### src/hdl/bclru_pkg.sv
`timescale 1ns / 1ps
// bclru_pkg: shared types and codes for the block buffer cache
// no dependencies; used by every module of the cache
package bclru_pkg;

   localparam int NUM_SLOTS_DEF = 32;

   localparam logic [7:0] COUNT_MAX = 8'd255;

   // request actions
   localparam logic [1:0] ACT_READ    = 2'd0;
   localparam logic [1:0] ACT_RELEASE = 2'd1;
   localparam logic [1:0] ACT_PIN     = 2'd2;
   localparam logic [1:0] ACT_UNPIN   = 2'd3;

   // response status codes
   localparam logic [1:0] STAT_OK     = 2'd0;
   localparam logic [1:0] STAT_NOFREE = 2'd1;
   localparam logic [1:0] STAT_UNDER  = 2'd2;
   localparam logic [1:0] STAT_SAT    = 2'd3;

   // one slot as seen at the slot ram ports
   typedef struct packed {
      logic [7:0]  device;
      logic [31:0] block;
      logic [7:0]  count;
      logic        valid;
   } slot_entry_type;

   // write enables of the slot ram
   typedef struct packed {
      logic tag;
      logic count;
      logic valid;
   } slot_we_type;

endpackage

### src/hdl/bclru_order_ram.sv
`timescale 1ns / 1ps
// bclru_order_ram: recency order memory, position 0 is most recent
// depends on bclru_pkg for the default depth
module bclru_order_ram #(
   parameter int NUM_SLOTS = bclru_pkg::NUM_SLOTS_DEF
) (
   input  logic                         clock,
   input  logic                         reset,
   input  logic [$clog2(NUM_SLOTS)-1:0] rd_addr,
   output logic [$clog2(NUM_SLOTS)-1:0] rd_data,
   input  logic                         wr_en,
   input  logic [$clog2(NUM_SLOTS)-1:0] wr_addr,
   input  logic [$clog2(NUM_SLOTS)-1:0] wr_data
);
   localparam int SLOT_W = $clog2(NUM_SLOTS);
   localparam logic [SLOT_W-1:0] LAST_SLOT = SLOT_W'(NUM_SLOTS - 1);

   logic [SLOT_W-1:0]    order_ram_ff [NUM_SLOTS];
   logic [NUM_SLOTS-1:0] written_ff;
   logic [SLOT_W-1:0]    rd_raw_ff;
   logic [SLOT_W-1:0]    rd_dflt_ff;
   logic                 rd_written_ff;

   always_ff @(posedge clock) begin
      if (wr_en) begin
         order_ram_ff[wr_addr] <= wr_data;
      end
      rd_raw_ff  <= order_ram_ff[rd_addr];
      rd_dflt_ff <= LAST_SLOT - rd_addr;
   end

   // unwritten positions read as the reset order
   always_ff @(posedge clock) begin
      if (reset) begin
         written_ff    <= '0;
         rd_written_ff <= 1'b0;
      end else begin
         if (wr_en) begin
            written_ff[wr_addr] <= 1'b1;
         end
         rd_written_ff <= written_ff[rd_addr];
      end
   end

   assign rd_data = rd_written_ff ? rd_raw_ff : rd_dflt_ff;

endmodule

### src/hdl/bclru_slot_ram.sv
`timescale 1ns / 1ps
// bclru_slot_ram: per-slot tag, reference count and valid mark
// depends on bclru_pkg for slot_entry_type and slot_we_type
module bclru_slot_ram #(
   parameter int NUM_SLOTS = bclru_pkg::NUM_SLOTS_DEF
) (
   input  logic                         clock,
   input  logic                         reset,
   input  logic [$clog2(NUM_SLOTS)-1:0] rd_addr,
   output bclru_pkg::slot_entry_type    rd_data,
   input  bclru_pkg::slot_we_type       wr_en,
   input  logic [$clog2(NUM_SLOTS)-1:0] wr_addr,
   input  bclru_pkg::slot_entry_type    wr_data
);
   import bclru_pkg::*;

   logic [39:0]          tag_ram_ff [NUM_SLOTS];
   logic [7:0]           cnt_ram_ff [NUM_SLOTS];
   logic [NUM_SLOTS-1:0] tag_written_ff;
   logic [NUM_SLOTS-1:0] cnt_written_ff;
   logic [NUM_SLOTS-1:0] valid_ff;
   logic [39:0]          rd_tag_ff;
   logic [7:0]           rd_cnt_ff;
   logic                 rd_tag_ok_ff;
   logic                 rd_cnt_ok_ff;
   logic                 rd_valid_ff;

   always_ff @(posedge clock) begin
      if (wr_en.tag) begin
         tag_ram_ff[wr_addr] <= {wr_data.device, wr_data.block};
      end
      if (wr_en.count) begin
         cnt_ram_ff[wr_addr] <= wr_data.count;
      end
      rd_tag_ff <= tag_ram_ff[rd_addr];
      rd_cnt_ff <= cnt_ram_ff[rd_addr];
   end

   // never written entries read as zero
   always_ff @(posedge clock) begin
      if (reset) begin
         tag_written_ff <= '0;
         cnt_written_ff <= '0;
         valid_ff       <= '0;
         rd_tag_ok_ff   <= 1'b0;
         rd_cnt_ok_ff   <= 1'b0;
         rd_valid_ff    <= 1'b0;
      end else begin
         if (wr_en.tag) begin
            tag_written_ff[wr_addr] <= 1'b1;
         end
         if (wr_en.count) begin
            cnt_written_ff[wr_addr] <= 1'b1;
         end
         if (wr_en.valid) begin
            valid_ff[wr_addr] <= wr_data.valid;
         end
         rd_tag_ok_ff <= tag_written_ff[rd_addr];
         rd_cnt_ok_ff <= cnt_written_ff[rd_addr];
         rd_valid_ff  <= valid_ff[rd_addr];
      end
   end

   assign rd_data.device = rd_tag_ok_ff ? rd_tag_ff[39:32] : 8'd0;
   assign rd_data.block  = rd_tag_ok_ff ? rd_tag_ff[31:0] : 32'd0;
   assign rd_data.count  = rd_cnt_ok_ff ? rd_cnt_ff : 8'd0;
   assign rd_data.valid  = rd_valid_ff;

endmodule

### src/hdl/block_cache_lru_refcount.sv
`timescale 1ns / 1ps
// block_cache_lru_refcount: top level of the block buffer cache with lru reuse
// depends on bclru_pkg, bclru_order_ram, bclru_slot_ram
//
//   channel   ports                                  handshake
//   --------  -------------------------------------  -------------------------
//   request   req_action, req_device_id,             word taken when start is
//             req_block_number, req_slot_index       high and busy is low
//   response  rsp_slot, rsp_hit, rsp_needs_fill,     one-cycle strobe on
//             rsp_status                             rsp_valid, never stalled
//
// a read scans the recency order from the most recent end; a miss runs the full
// hit scan and then the free scan from the least recent end. the scans issue one
// order ram read and one slot ram read per cycle.
// pin, unpin and release of a slot in range read its count and answer from the
// count state; a release that drops the count to zero adds the move to front.
// busy is high while a word is worked on; the next word can be taken in the
// cycle its predecessor's strobe is shown. reset clears the recency order to
// slots NUM_SLOTS-1 down to 0 and all tags and counts to zero at once, with
// no clearing pass. the receiver cannot stall the response.
module block_cache_lru_refcount #(
   parameter int NUM_SLOTS = bclru_pkg::NUM_SLOTS_DEF
) (
   input  logic        clock,
   input  logic        reset,
   input  logic        start,
   output logic        busy,
   input  logic [1:0]  req_action,
   input  logic [7:0]  req_device_id,
   input  logic [31:0] req_block_number,
   input  logic [4:0]  req_slot_index,
   output logic        rsp_valid,
   output logic [4:0]  rsp_slot,
   output logic        rsp_hit,
   output logic        rsp_needs_fill,
   output logic [1:0]  rsp_status
);
   import bclru_pkg::*;

   localparam int SLOT_W = $clog2(NUM_SLOTS);
   localparam int CNT_W  = $clog2(NUM_SLOTS + 1);
   localparam logic [SLOT_W-1:0] LAST_SLOT = SLOT_W'(NUM_SLOTS - 1);
   localparam logic [CNT_W-1:0]  N_CNT     = CNT_W'(NUM_SLOTS);
   localparam logic [CNT_W-1:0]  LAST_CNT  = CNT_W'(NUM_SLOTS - 1);

   // sequencer states
   localparam logic [1:0] ST_IDLE  = 2'd0;
   localparam logic [1:0] ST_SCAN  = 2'd1;
   localparam logic [1:0] ST_COUNT = 2'd2;
   localparam logic [1:0] ST_MOVE  = 2'd3;

   logic [1:0]        state_ff, state_in;

   // captured request word
   logic [1:0]        act_ff, act_in;
   logic [7:0]        dev_ff, dev_in;
   logic [31:0]       blk_ff, blk_in;
   logic [4:0]        idx_ff, idx_in;

   // scan and move pipeline
   logic              hitscan_ff, hitscan_in;   // 1: tag scan, 0: free slot scan
   logic [CNT_W-1:0]  issue_pos_ff, issue_pos_in;
   logic [CNT_W-1:0]  cmp_pos_ff, cmp_pos_in;
   logic              o_vld_ff, o_vld_in;       // order ram data valid
   logic [SLOT_W-1:0] o_pos_ff, o_pos_in;
   logic              s_vld_ff, s_vld_in;       // slot ram data valid
   logic [SLOT_W-1:0] s_slot_ff, s_slot_in;
   logic [SLOT_W-1:0] prev_ff, prev_in;         // carry of the move to front

   // response register
   logic              rsp_valid_ff, rsp_valid_in;
   logic [4:0]        rsp_slot_ff, rsp_slot_in;
   logic              rsp_hit_ff, rsp_hit_in;
   logic              rsp_fill_ff, rsp_fill_in;
   logic [1:0]        rsp_status_ff, rsp_status_in;

   // memory ports
   logic [SLOT_W-1:0] order_rd_addr;
   logic [SLOT_W-1:0] order_rd_data;
   logic              order_we;
   logic [SLOT_W-1:0] order_wr_addr;
   logic [SLOT_W-1:0] order_wr_data;
   logic [SLOT_W-1:0] slot_rd_addr;
   slot_entry_type    slot_rd;
   slot_we_type       slot_we;
   logic [SLOT_W-1:0] slot_wr_addr;
   slot_entry_type    slot_wr;

   // shared compare unit: tag match in the hit scan, zero count in the free scan
   logic [39:0]       cmp_lhs;
   logic [39:0]       cmp_rhs;
   logic              cmp_eq;

   logic              accept;
   logic              issue;
   logic              last_cmp;
   logic [SLOT_W-1:0] idx_slot;

   assign accept   = start && (state_ff == ST_IDLE);
   assign idx_slot = SLOT_W'(idx_ff);
   assign last_cmp = (cmp_pos_ff == LAST_CNT);
   assign issue    = (issue_pos_ff != N_CNT);

   assign cmp_lhs = hitscan_ff ? {slot_rd.device, slot_rd.block} : {32'd0, slot_rd.count};
   assign cmp_rhs = hitscan_ff ? {dev_ff, blk_ff} : 40'd0;
   assign cmp_eq  = (cmp_lhs == cmp_rhs);

   bclru_order_ram #(
      .NUM_SLOTS (NUM_SLOTS)
   ) u_order_ram (
      .clock   (clock),
      .reset   (reset),
      .rd_addr (order_rd_addr),
      .rd_data (order_rd_data),
      .wr_en   (order_we),
      .wr_addr (order_wr_addr),
      .wr_data (order_wr_data)
   );

   bclru_slot_ram #(
      .NUM_SLOTS (NUM_SLOTS)
   ) u_slot_ram (
      .clock   (clock),
      .reset   (reset),
      .rd_addr (slot_rd_addr),
      .rd_data (slot_rd),
      .wr_en   (slot_we),
      .wr_addr (slot_wr_addr),
      .wr_data (slot_wr)
   );

   always_comb begin
      state_in      = state_ff;
      act_in        = act_ff;
      dev_in        = dev_ff;
      blk_in        = blk_ff;
      idx_in        = idx_ff;
      hitscan_in    = hitscan_ff;
      issue_pos_in  = issue_pos_ff;
      cmp_pos_in    = cmp_pos_ff;
      o_vld_in      = 1'b0;
      o_pos_in      = o_pos_ff;
      s_vld_in      = 1'b0;
      s_slot_in     = s_slot_ff;
      prev_in       = prev_ff;

      rsp_valid_in  = 1'b0;
      rsp_slot_in   = rsp_slot_ff;
      rsp_hit_in    = rsp_hit_ff;
      rsp_fill_in   = rsp_fill_ff;
      rsp_status_in = rsp_status_ff;

      order_rd_addr = '0;
      order_we      = 1'b0;
      order_wr_addr = o_pos_ff;
      order_wr_data = prev_ff;
      slot_rd_addr  = idx_slot;
      slot_we       = '0;
      slot_wr_addr  = idx_slot;
      slot_wr       = slot_rd;

      case (state_ff)
         ST_IDLE: begin
            // start the slot read at once for release, pin and unpin
            slot_rd_addr = SLOT_W'(req_slot_index);
            if (accept) begin
               act_in       = req_action;
               dev_in       = req_device_id;
               blk_in       = req_block_number;
               idx_in       = req_slot_index;
               hitscan_in   = 1'b1;
               issue_pos_in = '0;
               cmp_pos_in   = '0;
               if (req_action == ACT_READ) begin
                  state_in = ST_SCAN;
               end else if (int'(req_slot_index) < NUM_SLOTS) begin
                  state_in = ST_COUNT;
               end else begin
                  // slot out of range: ignored, echoed back
                  rsp_valid_in  = 1'b1;
                  rsp_slot_in   = req_slot_index;
                  rsp_hit_in    = 1'b0;
                  rsp_fill_in   = 1'b0;
                  rsp_status_in = STAT_OK;
               end
            end
         end

         ST_SCAN: begin
            order_rd_addr = hitscan_ff ? issue_pos_ff[SLOT_W-1:0]
                                       : LAST_SLOT - issue_pos_ff[SLOT_W-1:0];
            slot_rd_addr  = order_rd_data;
            slot_wr_addr  = s_slot_ff;
            if (s_vld_ff && (cmp_eq || last_cmp)) begin
               if (cmp_eq && hitscan_ff) begin
                  // hit
                  state_in     = ST_IDLE;
                  rsp_valid_in = 1'b1;
                  rsp_slot_in  = 5'(s_slot_ff);
                  rsp_hit_in   = 1'b1;
                  if (slot_rd.count == COUNT_MAX) begin
                     rsp_fill_in   = 1'b0;
                     rsp_status_in = STAT_SAT;
                  end else begin
                     slot_we.count = 1'b1;
                     slot_we.valid = 1'b1;
                     slot_wr.count = slot_rd.count + 8'd1;
                     slot_wr.valid = 1'b1;
                     rsp_fill_in   = !slot_rd.valid;
                     rsp_status_in = STAT_OK;
                  end
               end else if (cmp_eq) begin
                  // least recent free slot: retag and hand out for fill
                  state_in       = ST_IDLE;
                  slot_we        = '{tag: 1'b1, count: 1'b1, valid: 1'b1};
                  slot_wr.device = dev_ff;
                  slot_wr.block  = blk_ff;
                  slot_wr.count  = 8'd1;
                  slot_wr.valid  = 1'b1;
                  rsp_valid_in   = 1'b1;
                  rsp_slot_in    = 5'(s_slot_ff);
                  rsp_hit_in     = 1'b0;
                  rsp_fill_in    = 1'b1;
                  rsp_status_in  = STAT_OK;
               end else if (hitscan_ff) begin
                  // no tag match: rescan for a free slot from the lru end
                  hitscan_in   = 1'b0;
                  issue_pos_in = '0;
                  cmp_pos_in   = '0;
               end else begin
                  state_in      = ST_IDLE;
                  rsp_valid_in  = 1'b1;
                  rsp_slot_in   = 5'd0;
                  rsp_hit_in    = 1'b0;
                  rsp_fill_in   = 1'b0;
                  rsp_status_in = STAT_NOFREE;
               end
            end else begin
               issue_pos_in = issue_pos_ff + CNT_W'(issue);
               cmp_pos_in   = cmp_pos_ff + CNT_W'(s_vld_ff);
               o_vld_in     = issue;
               s_vld_in     = o_vld_ff;
               s_slot_in    = order_rd_data;
            end
         end

         ST_COUNT: begin
            rsp_slot_in   = idx_ff;
            rsp_hit_in    = 1'b0;
            rsp_fill_in   = 1'b0;
            rsp_status_in = STAT_OK;
            issue_pos_in  = '0;
            prev_in       = idx_slot;
            if (act_ff == ACT_PIN) begin
               state_in     = ST_IDLE;
               rsp_valid_in = 1'b1;
               if (slot_rd.count == COUNT_MAX) begin
                  rsp_status_in = STAT_SAT;
               end else begin
                  slot_we.count = 1'b1;
                  slot_wr.count = slot_rd.count + 8'd1;
               end
            end else if (slot_rd.count == 8'd0) begin
               state_in      = ST_IDLE;
               rsp_valid_in  = 1'b1;
               rsp_status_in = STAT_UNDER;
            end else begin
               slot_we.count = 1'b1;
               slot_wr.count = slot_rd.count - 8'd1;
               if (act_ff == ACT_RELEASE && slot_rd.count == 8'd1) begin
                  // last reference gone: slot becomes most recent
                  state_in = ST_MOVE;
               end else begin
                  state_in     = ST_IDLE;
                  rsp_valid_in = 1'b1;
               end
            end
         end

         ST_MOVE: begin
            // shift positions down by one until the slot's old place
            order_rd_addr = issue_pos_ff[SLOT_W-1:0];
            if (o_vld_ff) begin
               order_we = 1'b1;
            end
            if (o_vld_ff && (order_rd_data == idx_slot)) begin
               state_in     = ST_IDLE;
               rsp_valid_in = 1'b1;
            end else begin
               if (o_vld_ff) begin
                  prev_in = order_rd_data;
               end
               issue_pos_in = issue_pos_ff + CNT_W'(issue);
               o_vld_in     = issue;
               o_pos_in     = issue_pos_ff[SLOT_W-1:0];
            end
         end

         default: begin
            state_in = ST_IDLE;
         end
      endcase
   end

   always_ff @(posedge clock) begin
      if (reset) begin
         state_ff     <= ST_IDLE;
         hitscan_ff   <= 1'b1;
         issue_pos_ff <= '0;
         cmp_pos_ff   <= '0;
         o_vld_ff     <= 1'b0;
         s_vld_ff     <= 1'b0;
         rsp_valid_ff <= 1'b0;
      end else begin
         state_ff     <= state_in;
         hitscan_ff   <= hitscan_in;
         issue_pos_ff <= issue_pos_in;
         cmp_pos_ff   <= cmp_pos_in;
         o_vld_ff     <= o_vld_in;
         s_vld_ff     <= s_vld_in;
         rsp_valid_ff <= rsp_valid_in;
      end
   end

   // payload registers, no reset
   always_ff @(posedge clock) begin
      act_ff        <= act_in;
      dev_ff        <= dev_in;
      blk_ff        <= blk_in;
      idx_ff        <= idx_in;
      o_pos_ff      <= o_pos_in;
      s_slot_ff     <= s_slot_in;
      prev_ff       <= prev_in;
      rsp_slot_ff   <= rsp_slot_in;
      rsp_hit_ff    <= rsp_hit_in;
      rsp_fill_ff   <= rsp_fill_in;
      rsp_status_ff <= rsp_status_in;
   end

   assign busy           = (state_ff != ST_IDLE);
   assign rsp_valid      = rsp_valid_ff;
   assign rsp_slot       = rsp_slot_ff;
   assign rsp_hit        = rsp_hit_ff;
   assign rsp_needs_fill = rsp_fill_ff;
   assign rsp_status     = rsp_status_ff;

endmodule

### config.mk
export PLATFORM = sky130hd
export DESIGN_NAME = block_cache_lru_refcount
export DESIGN_NICKNAME = d
export VERILOG_FILES = /design/src/hdl/bclru_pkg.sv /design/src/hdl/bclru_order_ram.sv /design/src/hdl/bclru_slot_ram.sv /design/src/hdl/block_cache_lru_refcount.sv
export SDC_FILE = /design/constraint.sdc
export NUM_CORES = 2
export LEC_CHECK = 0
export BUFFER_PORTS_ARGS = -buffer_cell sky130_fd_sc_hd__buf_4
export CAP_MARGIN = 10
export CORE_AREA = 2 2 569 571
export DETAILED_ROUTE_END_ITERATION = 8
export DIE_AREA = 0 0 571 573
export GPL_ROUTABILITY_DRIVEN = 0
export PLACE_DENSITY = 0.36
export SLEW_MARGIN = 20
export SYNTH_ARGS = -nofsm -noshare
export SYNTH_HDL_FRONTEND = slang
export SYNTH_SLANG_ARGS = --single-unit
### constraint.sdc
create_clock -name clock -period 7.7 [get_ports clock]
set_input_delay 1.54 -clock clock [delete_from_list [all_inputs] [get_ports clock]]
set_output_delay 1.54 -clock clock [all_outputs]
set_load 0.02 [all_outputs]
---- Word-level counts from Yosys, hierarchy flattened ----
Memories as Yosys holds them, arrays and structs flattened. A register that Yosys moved wholly into a read port is not among the register bits.
Index checks and enable logic that the tools add are counted.
word-level totals
  word-level logic and storage cells ...... 212
  bits in read-only memories .............. 0
  register bits ........................... 226
  output and inout port bits .............. 11
  bits in latches ......................... 0
  memory bits (writable) .................. 1696
  memories ................................ 3
  bits of input ports ..................... 50
memory list
  name                      depth  bits a word  read ports  clocked after Yosys merged registers in  write ports  line                   text
  u_slot_ram.tag_ram_ff     32     40           1           1                                        1            bclru_slot_ram.sv:17   logic [39:0] tag_ram_ff [NUM_SLOTS];
  u_slot_ram.cnt_ram_ff     32     8            1           1                                        1            bclru_slot_ram.sv:18   logic [7:0] cnt_ram_ff [NUM_SLOTS];
  u_order_ram.order_ram_ff  32     5            1           1                                        1            bclru_order_ram.sv:18  logic [SLOT_W-1:0] order_ram_ff [NUM_SLOTS];
cells by class
  multipliers ............................. 0
  shift operators ......................... 0
  mux-type cells .......................... 116
  equality and inequality tests ........... 22
  bitwise logic cells ..................... 6
  div/mod/pow operators ................... 0
  $lt $le $gt $ge ......................... 6
  reduce and logical (&&, ||, !) cells .... 26
  add/sub/neg operators ................... 6
operators with widths
  cell                                                               number
  2-to-1 mux 40 bit                                                  4
  2-to-1 mux 49 bit                                                  2
  OR 32 bit                                                          3
  2-to-1 mux 5 bit                                                   9
  2-to-1 mux 1 bit                                                   43
  2-to-1 mux 6 bit                                                   7
  equality test 40 bit                                               1
  2-to-1 mux 8 bit                                                   5
  case mux 5 bit (2 select lines)                                    4
  2-to-1 mux 2 bit                                                   19
  bitwise mux 32 bit                                                 1
  2-to-1 mux 32 bit                                                  1
  less-than comparator 5 x 6 -> 1 bit, second input constant         4
  case mux 6 bit (4 select lines)                                    1
  binary-select mux 1 bit (select 5 bit)                             4
  2-to-1 mux 9 bit                                                   2
  case mux 8 bit (2 select lines)                                    1
  AND reduction 5 bit                                                3
  inequality test 2 bit, second input constant                       7
  adder 6 x 1 -> 6 bit                                               2
  case mux 6 bit (2 select lines)                                    1
  demux 1 bit (select 5 bit)                                         2
  greater-or-equal comparator 5 x 1 -> 1 bit, second input constant  2
  case mux 1 bit (2 select lines)                                    5
  other kinds (27)                                                   49

---- Longest topological paths before layout ----
  depth after elaboration ................. 9
  gate-level depth with buffers ........... 15
  mapped depth without buffers ............ 11

---- Hierarchy ----
A second synthesis with hierarchy kept.
unflattened totals
  cell total of the unflattened synthesis .. 3774
  area total of the unflattened synthesis .. 77256.6 um^2
modules (own cells, without submodules)
  module                    seq. area each (um^2)  times used  cells an instance  area each (um^2)
  bclru_slot_ram            49067.1                1           2851               63953.8
  bclru_order_ram           5665.4                 1           427                7718.7
  block_cache_lru_refcount  2492.4                 1           496                5584.1

---- Least setup slack after synthesis ----
OpenSTA, ideal clock, no wires.
  kind .................................... reg2reg
  start ................................... register u_slot_ram.rd_tag_ok_ff
  end ..................................... memory u_slot_ram.tag_ram_ff[8][0] (enable)
  period minus slack after synthesis ...... 5.329 ns
  cell stages (with the launch flop) ...... 10
  setup slack ............................. 2.371 ns
  required time ........................... 7.211 ns
  library setup time ...................... 0.489 ns
  data arrival time ....................... 4.840 ns
  path buffers ............................ 3
  path through ............................ dfxtp_1 > buf_4 > nand2_1 > a221oi_2 > o2111ai_1 > o32a_1 > or3b_1 > clkbuf_1 > buf_2 > nor3_1
between the ends
  cells in the longest elaborated chain, start to end .. 9
  elaborated cells between the ends (all ways) .. 13
  classes of those cells .................. 1 x eq/ne; 9 x mux; 3 x reduce/logical
RTL lines
  element                                                       line                                                              text
  start: declaration                                            bclru_slot_ram.sv:24                                              logic rd_tag_ok_ff;
  start signal: assignment                                      bclru_slot_ram.sv:58                                              rd_tag_ok_ff <= tag_written_ff[rd_addr];
  2-to-1 mux 32 bit / 2-to-1 mux 8 bit (equally long branches)  bclru_slot_ram.sv:65, bclru_slot_ram.sv:64
  2-to-1 mux 40 bit *                                           block_cache_lru_refcount.sv:104                                   assign cmp_lhs = hitscan_ff ? {slot_rd.device, slot_rd.block} : {32'd0, slot_rd.count};
  equality test 40 bit *                                        block_cache_lru_refcount.sv:106                                   assign cmp_eq = (cmp_lhs == cmp_rhs);
  2-to-1 mux 3 bit, or another cell as far along                block_cache_lru_refcount.sv:212                                   end else if (cmp_eq) begin
  2-to-1 mux 1 bit / logical AND 1 bit (equally long branches)  block_cache_lru_refcount.sv:195, block_cache_lru_refcount.sv:194
  2-to-1 mux 3 bit *                                            block_cache_lru_refcount.sv:194                                   if (s_vld_ff && (cmp_eq || last_cmp)) begin
  2-to-1 mux 1 bit *                                            block_cache_lru_refcount.sv:162                                   case (state_ff)
  2-to-1 mux 1 bit *                                            bclru_slot_ram.sv:29                                              if (wr_en.tag) begin
  2-to-1 mux 1 bit (not written as such) *                      bclru_slot_ram.sv:30                                              tag_ram_ff[wr_addr] <= {wr_data.device, wr_data.block};
  end: declaration                                              bclru_slot_ram.sv:17
Every way passes the cells marked *; elsewhere a longest branch is shown, timed or not.

---- Worst setup path in the final report ----
  start ................................... register u_slot_ram.rd_tag_ok_ff
  end ..................................... memory u_slot_ram.tag_ram_ff[22][5] (enable)
Same word-level chain as after synthesis.

==> flow_summary.json <==
{
  "synth_cell_types": 78,
  "finalWorstSetupSlack_ns": 2.396,
  "clkSinkCount": 1975,
  "fp.dieArea_um2": 327200,
  "post-cts-setup-buffer-count": 0,
  "cts.root.buffer_cell": "sky130_fd_sc_hd__clkbuf_16",
  "cts-hold-fix-buffers": 0,
  "mappedNetlistArea_um2": 79940,
  "ant_nets": 0,
  "synth_fp_nets": 6604,
  "cts_tree": "built",
  "synth-edff-count": 1767,
  "max_slew.worst_pin.slew_ns": 1.115,
  "shortest_period_the_worst_path_allows_ns": 5.304,
  "finalClockSkew_ns": 0.08515,
  "drc": 0,
  "clockBufferDepth": 4,
  "status": "complete, no violations",
  "post-route-period-util_pct": 68.89,
  "setup_repair_after_global_routing_missed_its_margin": "no",
  "total_length_of_routed_wires_mm": 270.9,
  "ios": 61,
  "setup_viol": 0,
  "cts.reportedPaths.clkPinSlew_ns": 0.06,
  "grt_overflow_total": 0,
  "register_bit_count_reported_by_yosys": 1975,
  "endpoint_arrival_time_on_the_critical_path_ns": 5.78,
  "global_route_wire_length_before_repair_mm": 389.2,
  "fraction_of_synthesis_flops_using_an_asynchronous_set_or_reset_pin_pct": 0,
  "grt_antenna_before_repair": 6,
  "gr-usage-all-layers_pct": 16.19,
  "cts.repair.resized": 0,
  "synth.yosys.seq_area_share_pct": 71.59,
  "fp.coreArea_um2": 320400,
  "leakage_nw": 31.24,
  "final_common_cell": "sky130_fd_sc_hd__nand2_1",
  "ys_dominant_reg_cell": "sky130_fd_sc_hd__edfxtp_1",
  "grt_max_degree": 138,
  "cts-buffers-inserted": 230,
  "worst_skew_pair.late_latency_ns": 0.92,
  "timing_max_transition_violations_final": 0,
  "worst_setup_path_start_kind": "flop",
  "per_cell_routed_wire_length_um": 24.53,
  "placement_rows": 208,
  "place_worst_setup_slack_ns": 2.281,
  "floorplan.initialDensity_pct": 24.95,
  "synthCells": 6541,
  "hold_viol": 0,
  "drive_above_1_share_pct": 9.783,
  "place.port_buffers": 60,
  "min_path_type": "flop to flop",
  "slew_headroom_pct": 25.49,
  "drt_via_density": 4.722,
  "chipWidth_um": 571,
  "grt_pass1_vias": 51580,
  "cellPowerDensity_nw_per_um2": 363.6,
  "detailroute.via_count": 52160,
  "dr.first_iter.drc_count": 4203,
  "worstPathMaxFanout": 97,
  "worst_ir_drop_vdd_v": 0.0002489,
  "dp.final_hpwl_mm": 147.5,
  "maxCapViolations": 0,
  "setup_tns_ns": 0,
  "detail_route.first_pass.iterations": 6,
  "die_y_um": 573,
  "timing.critical_path.to_type": "flop",
  "synthToLayoutAreaGrowth_pct": 16.67,
  "synth-warning-count": 0,
  "syn_avg_cell_area_um2": 12.22,
  "cts-htree-levels": 4,
  "worstPathRequired_ns": 8.17,
  "final_net_count": 6619,
  "timing_worst_setup_path_type": "flop to flop",
  "mostFrequentLayoutCells": "sky130_fd_sc_hd__nand2_1, sky130_fd_sc_hd__edfxtp_1, sky130_fd_sc_hd__nand3_1",
  "fmaxAchievable_ghz": 0.1885
}
## per-layer routing
metal	vias to the layer above	share of wire [%]	GRT usage [%]
met1	26740	48	23.31
li1	24030	-	-
met4	0	2.0	3.538
met5	-	0	0
met3	320	3.9	1.905
met2	1070	47	25.96
## cells in the mapped netlist (all sizes together), types with 7 or more instances
library cell     n  area share, %
nand2         1943            9.1
edfxtp        1767             66
nand3          849            5.3
clkbuf         325            1.5
a311oi         278            3.0
nor2           238            1.1
dfxtp          208            5.2
and3           135            1.1
buf            129           0.81
a31oi           74           0.58
o21ai           73           0.46
mux2i           52           0.65
a21o            51           0.48
o21a            51           0.48
nor3            36           0.23
a21oi           31           0.20
o22ai           30           0.23
o31ai           28           0.36
inv             24           0.11
xor2            22           0.24
nand4b          18           0.20
o311ai          17           0.19
ha              13           0.20
mux4            12           0.34
a22o             7          0.077
a32o             7          0.088
nor3b            7          0.066
## worst max-delay path, cell delays in order (launching register included)
cell,delay (ns)
sky130_fd_sc_hd__dfxtp_4,1.00
sky130_fd_sc_hd__nand2_1,0.22
sky130_fd_sc_hd__a221oi_2,0.29
sky130_fd_sc_hd__o2111ai_1,0.21
sky130_fd_sc_hd__o32a_1,0.58
sky130_fd_sc_hd__or3b_4,0.57
sky130_fd_sc_hd__buf_4,0.42
sky130_fd_sc_hd__nor2_4,0.93
sky130_fd_sc_hd__buf_4,0.58
## layout make-up
cell class	instances	area [um^2]
multi-input combinational	4087	21230
timing repair buffer	237	2137
tap	4305	5386
clock buffer	306	6284
sequential	1975	57230
inverter	25	96.34
fill	32610	227100
clock inverter	106	895.9
antenna	3	7.507
## registers in the layout (all words and copies together), names as in the netlist, 40 cells and up
name	flops
u_slot_ram.tag_ram_ff	1280
u_slot_ram.rd_tag_ff	40
u_order_ram.order_ram_ff	160
u_slot_ram.cnt_ram_ff	256
## kinds of logic after synthesis
kind of cell,after synthesis,share of synthesized area (%)
flip-flops,1975,71.59
XOR/XNOR,28,0.3068
AND/OR/NAND/NOR,3273,17.52
multiplexers,70,1.074
adder cells (fa/ha/maj),13,0.2035
AO/OA/AOI/OAI,703,6.850
buffers and inverters,479,2.454
## through the flow
step	hold WS [ns]	instances	total power, mW	utilization [%]	area [um^2]
floorplan	0.4064	6541	19.31	-	79940
global placement	0.4335	10630	23.84	26.84	86000
detailed placement	0.4403	10630	23.81	26.86	86050
CTS	0.4556	11040	34.49	29.10	93230
global route	0.4709	11040	35.67	29.11	93260
finish	0.4551	11040	33.91	29.11	93260
## power by group
group | total, mW | internal (mW) | switching [mW]
registers | 12.9 | 12.5 | 0.416
logic | 10.4 | 2.81 | 7.63
clock network | 10.6 | 6.01 | 4.55
total | 33.9 | 21.3 | 12.6
## final timing paths
path,depth (start not counted),to,startpoint,slack (ns)
max,8,u_slot_ram.tag_ram_ff[22][5],u_slot_ram.rd_tag_ok_ff,2.40
min reg2reg,2,u_slot_ram.cnt_written_ff[1],u_slot_ram.cnt_written_ff[1],0.46
min,2,u_slot_ram.cnt_written_ff[1],u_slot_ram.cnt_written_ff[1],0.46
max reg2reg,8,u_slot_ram.tag_ram_ff[22][5],u_slot_ram.rd_tag_ok_ff,2.40
(Power assumes the default switching activity.)
